$ cat src/sv/lzwd_ram.sv
// Generic simple dual-port RAM: one write port, one registered read port.
// No dependencies.
module lzwd_ram #(
  parameter int WIDTH = 8,
  parameter int DEPTH = 16
) (
  input  logic                     clk,
  input  logic                     we,
  input  logic [$clog2(DEPTH)-1:0] waddr,
  input  logic [WIDTH-1:0]         wdata,
  input  logic [$clog2(DEPTH)-1:0] raddr,
  output logic [WIDTH-1:0]         rdata
);

  logic [WIDTH-1:0] mem [DEPTH];

  always_ff @(posedge clk) begin
    if (we) begin
      mem[waddr] <= wdata;
    end
    rdata <= mem[raddr];
  end

endmodule

$ cat config.mk
export PLATFORM = sky130hd
export DESIGN_NAME = lzwd_ram
export DESIGN_NICKNAME = d
export VERILOG_FILES = /design/src/sv/lzwd_ram.sv
export SDC_FILE = /design/constraint.sdc
export NUM_CORES = 1
export LEC_CHECK = 0
export BUFFER_PORTS_ARGS = -buffer_cell sky130_fd_sc_hd__buf_2
export CAP_MARGIN = 20
export CORE_MARGIN = 4
export CORE_UTILIZATION = 42
export DETAILED_ROUTE_END_ITERATION = 16
export HOLD_SLACK_MARGIN = 0.03
export REMOVE_ABC_BUFFERS = 1
export SYNTH_ARGS = -nofsm -noshare
export SYNTH_HDL_FRONTEND = slang
export SYNTH_SLANG_ARGS = --single-unit
$ cat constraint.sdc
create_clock -name clk -period 5.1 [get_ports clk]
set_clock_uncertainty 0.05 [all_clocks]
set_input_delay 0.255 -clock clk [delete_from_list [all_inputs] [get_ports clk]]
set_output_delay 0.255 -clock clk [all_outputs]
set_load 0.02 [all_outputs]
Word-level counts from Yosys, hierarchy flattened:

Memory sizes are Yosys's and may differ from the RTL's. A register that Yosys moved wholly into a read port is not among the register bits.
Index checks and enable logic that the tools add are counted.

* ROM bits: 0
* bits in writable memories: 128
* bits of input ports: 18
* bits in registers: 0
* bits in latches: 0
* memories: 1

Memories
* mem: words 16, bits a word 8, read ports 1, clocked after memory_dff 1, write ports 1, RTL line 15 `logic [WIDTH-1:0] mem [DEPTH];`

* multipliers: 0
* shift-type cells: 0
* mux-type cells: 2
* bitwise gates (word level): 0
* equal/unequal tests: 0
* order comparisons: 0
* add/subtract/negate cells: 0
* divide/modulo/power cells: 0
* reduce and logical (&&, ||, !) cells: 0

Operators by type and width (count)
* two-way mux 1 bit: 2

Logic depth before layout (Yosys ltp):

* depth after elaboration: 2
* gate-level depth with buffers: 5
* mapped depth without buffers: 3

Worst setup path before layout:

OpenSTA, ideal clock, no wires.

* path kind: input port to flip-flop
* start: input waddr[2]
* end: memory mem[0][0] (enable)
* cell stages on the path: 2
* buffers on the path: 0
* setup time: 383 ps
* data arrival time: 1365 ps
* slack: 3302 ps
* data required time: 4667 ps
* cell sequence: or3b_2 > nor3_1

RTL lines
* start: declaration: RTL line 9 `input logic [$clog2(DEPTH)-1:0] waddr,`
* end: declaration: RTL line 15

Straight into the memory's write port.

Worst setup path after layout:

* start: input waddr[2]
* end: memory mem[1][1] (enable)

Straight into the memory's write port.

==> qor.yml <==
cells_and_area:
  fillerInstances: 971
  finish.instance_area_sq_um: 6031
  antenna-diode-count: 0
  finish.utilization_pct: 50.21
  layout-drive-gt1-share_pct: 28.57
  area.sequential_sq_um: 4004
  total_nets_final: 285
  area_growth_pct: 17.16
  multi_input_gate_area_sq_um: 1062
yosys:
  register_bit_total_from_synthesis: 136
  synth_cells: 229
  netlist_area_sq_um: 5147
  yosysUniqueCellTypes: 19
  avgSynthCellArea_sq_um: 22.48
  synth.top_cell.area_share_pct: 74.67
  post-synth-top-area-cell: "sky130_fd_sc_hd__edfxtp_1"
  synth_warnings: 0
  synth.yosys.seq_area_share_pct: 77.78
  synth.area.top_cells: "sky130_fd_sc_hd__edfxtp_1 (75%), sky130_fd_sc_hd__mux4_2 (7.9%), sky130_fd_sc_hd__mux4_1 (7.1%)"
floorplanning:
  initial_core_util_pct: 42.85
  num_io_pins: 26
  dieHeight_um: 118.7
  core_area_sq_um: 12010
  die_area_sq_um: 14090
  die-width_um: 118.7
  placement_rows: 40
setup_path:
  r2r-start: "mem[1][1]"
  rr_endpoint: "rdata[1]"
  cp-end-kind: "register"
  required_arrival_time_at_the_worst_endpoint_ps: 5070
  worstPathCellList: "buf_2, or3b_2, nor2_1"
  worst_setup_path_start_kind: "input pin"
  r2r.worst_path.cells: 3
  cp-startpoint: "waddr[2]"
  criticalPathCategory: "input pin to register"
  worst-endpoint-arrival_ps: 1580
  worst-r2r-setup-slack_ps: 3680
  crit_path_max_fo: 8
  critical_path.slowest_cell: "sky130_fd_sc_hd__nor2_1"
  timing.critical_path.slowest_cell_delay_ps: 700
  cp-endpoint: "mem[1][1]"
timing:
  ratio_of_final_minimum_period_to_clock_period_pct: 31.47
  finalWorstPathRequiredPeriod_ps: 1605
  final-hold-violation-count: 0
  max-slew-margin-rel_pct: 32.18
  timing.hold.ws_ps: 178.7
  fmax_ghz: 0.6230
  worst-slew-pin-transition_ps: 1014
  finalWorstSetupSlack_ps: 3495
  finalSetupViolations: 0
  unrepaired_setup_endpoints_after_global_routing: "false"
  fin_setup_tns_ps: 0
  final_max_slew_viol_count: 0
power_and_ir_drop:
  powerDensity_nw_per_um2: 433.5
  vdd_drop_max_v: 0.0002523
  lkg_pwr_nw: 2.016
global_routing:
  total_congestion_overflow_after_global_routing: 0
  wire_length_of_the_first_global_routing_pass_um: 15060
  grt_use_total_pct: 15.03
  number_of_antenna_violations_at_the_first_check_in_global_routing: 1
  grt_start_max_net_pins: 33
  number_of_global_route_vias_before_repair: 2416
cts:
  cts_num_sinks: 136
  worstSkewPairLatency_ps: 410
  post_cts.resized_instances: 0
  cts_tree: "yes"
  cts.path.max_buffers: 2
  worst_setup_hold_path_clk_slew_ps: 60
  postCtsSetupRepairBufs: 0
  cts_made_buffers: 17
  cts_hold_buffers: 0
  cts_root_buffer: "sky130_fd_sc_hd__clkbuf_16"
  ctsHtreeMaxLevel: 4
drt:
  vias_after_detailed_routing: 2375
  residual_antenna_violating_net_count_after_detailed_routing: 0
  finalWirelength_um: 9954
  routedWlPerCell_um: 23.31
  first_iter_violations: 190
  drc_errors: 0
  first_pass_iters: 4
  via_per_inst: 5.562
place:
  detailed_place_hpwl_um: 6069
  count_of_buffers_from_port_buffering: 25
  gpl_wtd_cong: 0.6969
  preCtsSetupSlack_ps: 2734
  detailed_place.area_sq_um: 5395
status:
  run_status: "finished clean"
worst_hold_path:
  timing.hold.worst.class: "input pin to register"
flow_run:
  drv.max_cap_violation_count: 0
## worst min-delay path by stage
stage	from	to	slack (ps)	cells past startpoint
5_1_grt	wdata[0]	mem[15][0]	180	1
3_3_place_gp	wdata[5]	mem[15][5]	590	1
4_1_cts	wdata[5]	mem[13][5]	170	1
6_report	wdata[5]	mem[5][5]	180	1
2_1_floorplan	wdata[0]	mem[0][0]	300	0
3_5_place_dp	wdata[5]	mem[13][5]	600	1
## cell type report
cell class                 instances  share of cell area (%)
clock buffer                      20                   7.739
sequential                       136                   66.39
multi-input combinational         83                   17.61
tap                              147                   3.050
timing repair buffer              29                   2.739
clock inverter                    12                   2.469
## worst max-delay path: cells and delay by family
kind | cells | cell delay (ps)
buffers and inverters | 1 | 110
and+or+nand+nor | 2 | 1210
## placed cells by master, fill, tap and decap left out, drive strengths merged
cell      count
edfxtp      128
mux4         32
buf          29
clkbuf       20
a22oi        16
nor2         13
nand2         9
dfxtp         8
clkinv        6
nor3          4
clkinvlp      3
bufinv        3
nand3b        2
nand2b        2
nor2b         1
and2          1
and2b         1
nand3         1
or3b          1
## cell families after synthesis
| group | synth area share, % |
|---|---|
| muxes | 15.02 |
| DFF | 77.78 |
| AOI/OAI and AO/OA | 2.334 |
| and+or+nand+nor | 3.184 |
| buffers and inverters | 1.677 |
## registers in the layout, indices dropped and copies added, names as in the netlist
name	count
mem	128
rdata	8
## synth_stat cells (all sizes together)
library cell	instances
dfxtp	8
clkdlybuf4s25	3
mux4	32
or3b	1
nand3b	2
edfxtp	128
nor2b	1
nand2b	2
and2b	1
nor2	13
a22oi	16
nand2	9
and2	1
buf	7
nor3	4
nand3	1
## per-stage QoR
step	power, mW	std cells
2_1_floorplan	1.337	219
3_3_place_gp	1.397	393
3_5_place_dp	1.401	394
4_1_cts	2.633	426
5_1_grt	2.701	427
6_report	2.614	427
## layer usage
| metal | vias up | wire (um) | GRT usage [%] |
|---|---|---|---|
| met1 | 1246 | 4667 | 22.36 |
| met4 | 2 | 85 | 4.779 |
| met3 | 9 | 544 | 4.785 |
| met2 | 67 | 4637 | 21.14 |
| li1 | 1051 | - | - |
| met5 | - | 19 | 0 |
## power by group
part,total (mW),switching (mW),internal (mW)
combinational,0.119,0.0721,0.0464
sequential,1.26,0.00838,1.25
clock,1.24,0.433,0.804
total,2.61,0.513,2.10
No activity file was read; power rests on OpenSTA's default activity.
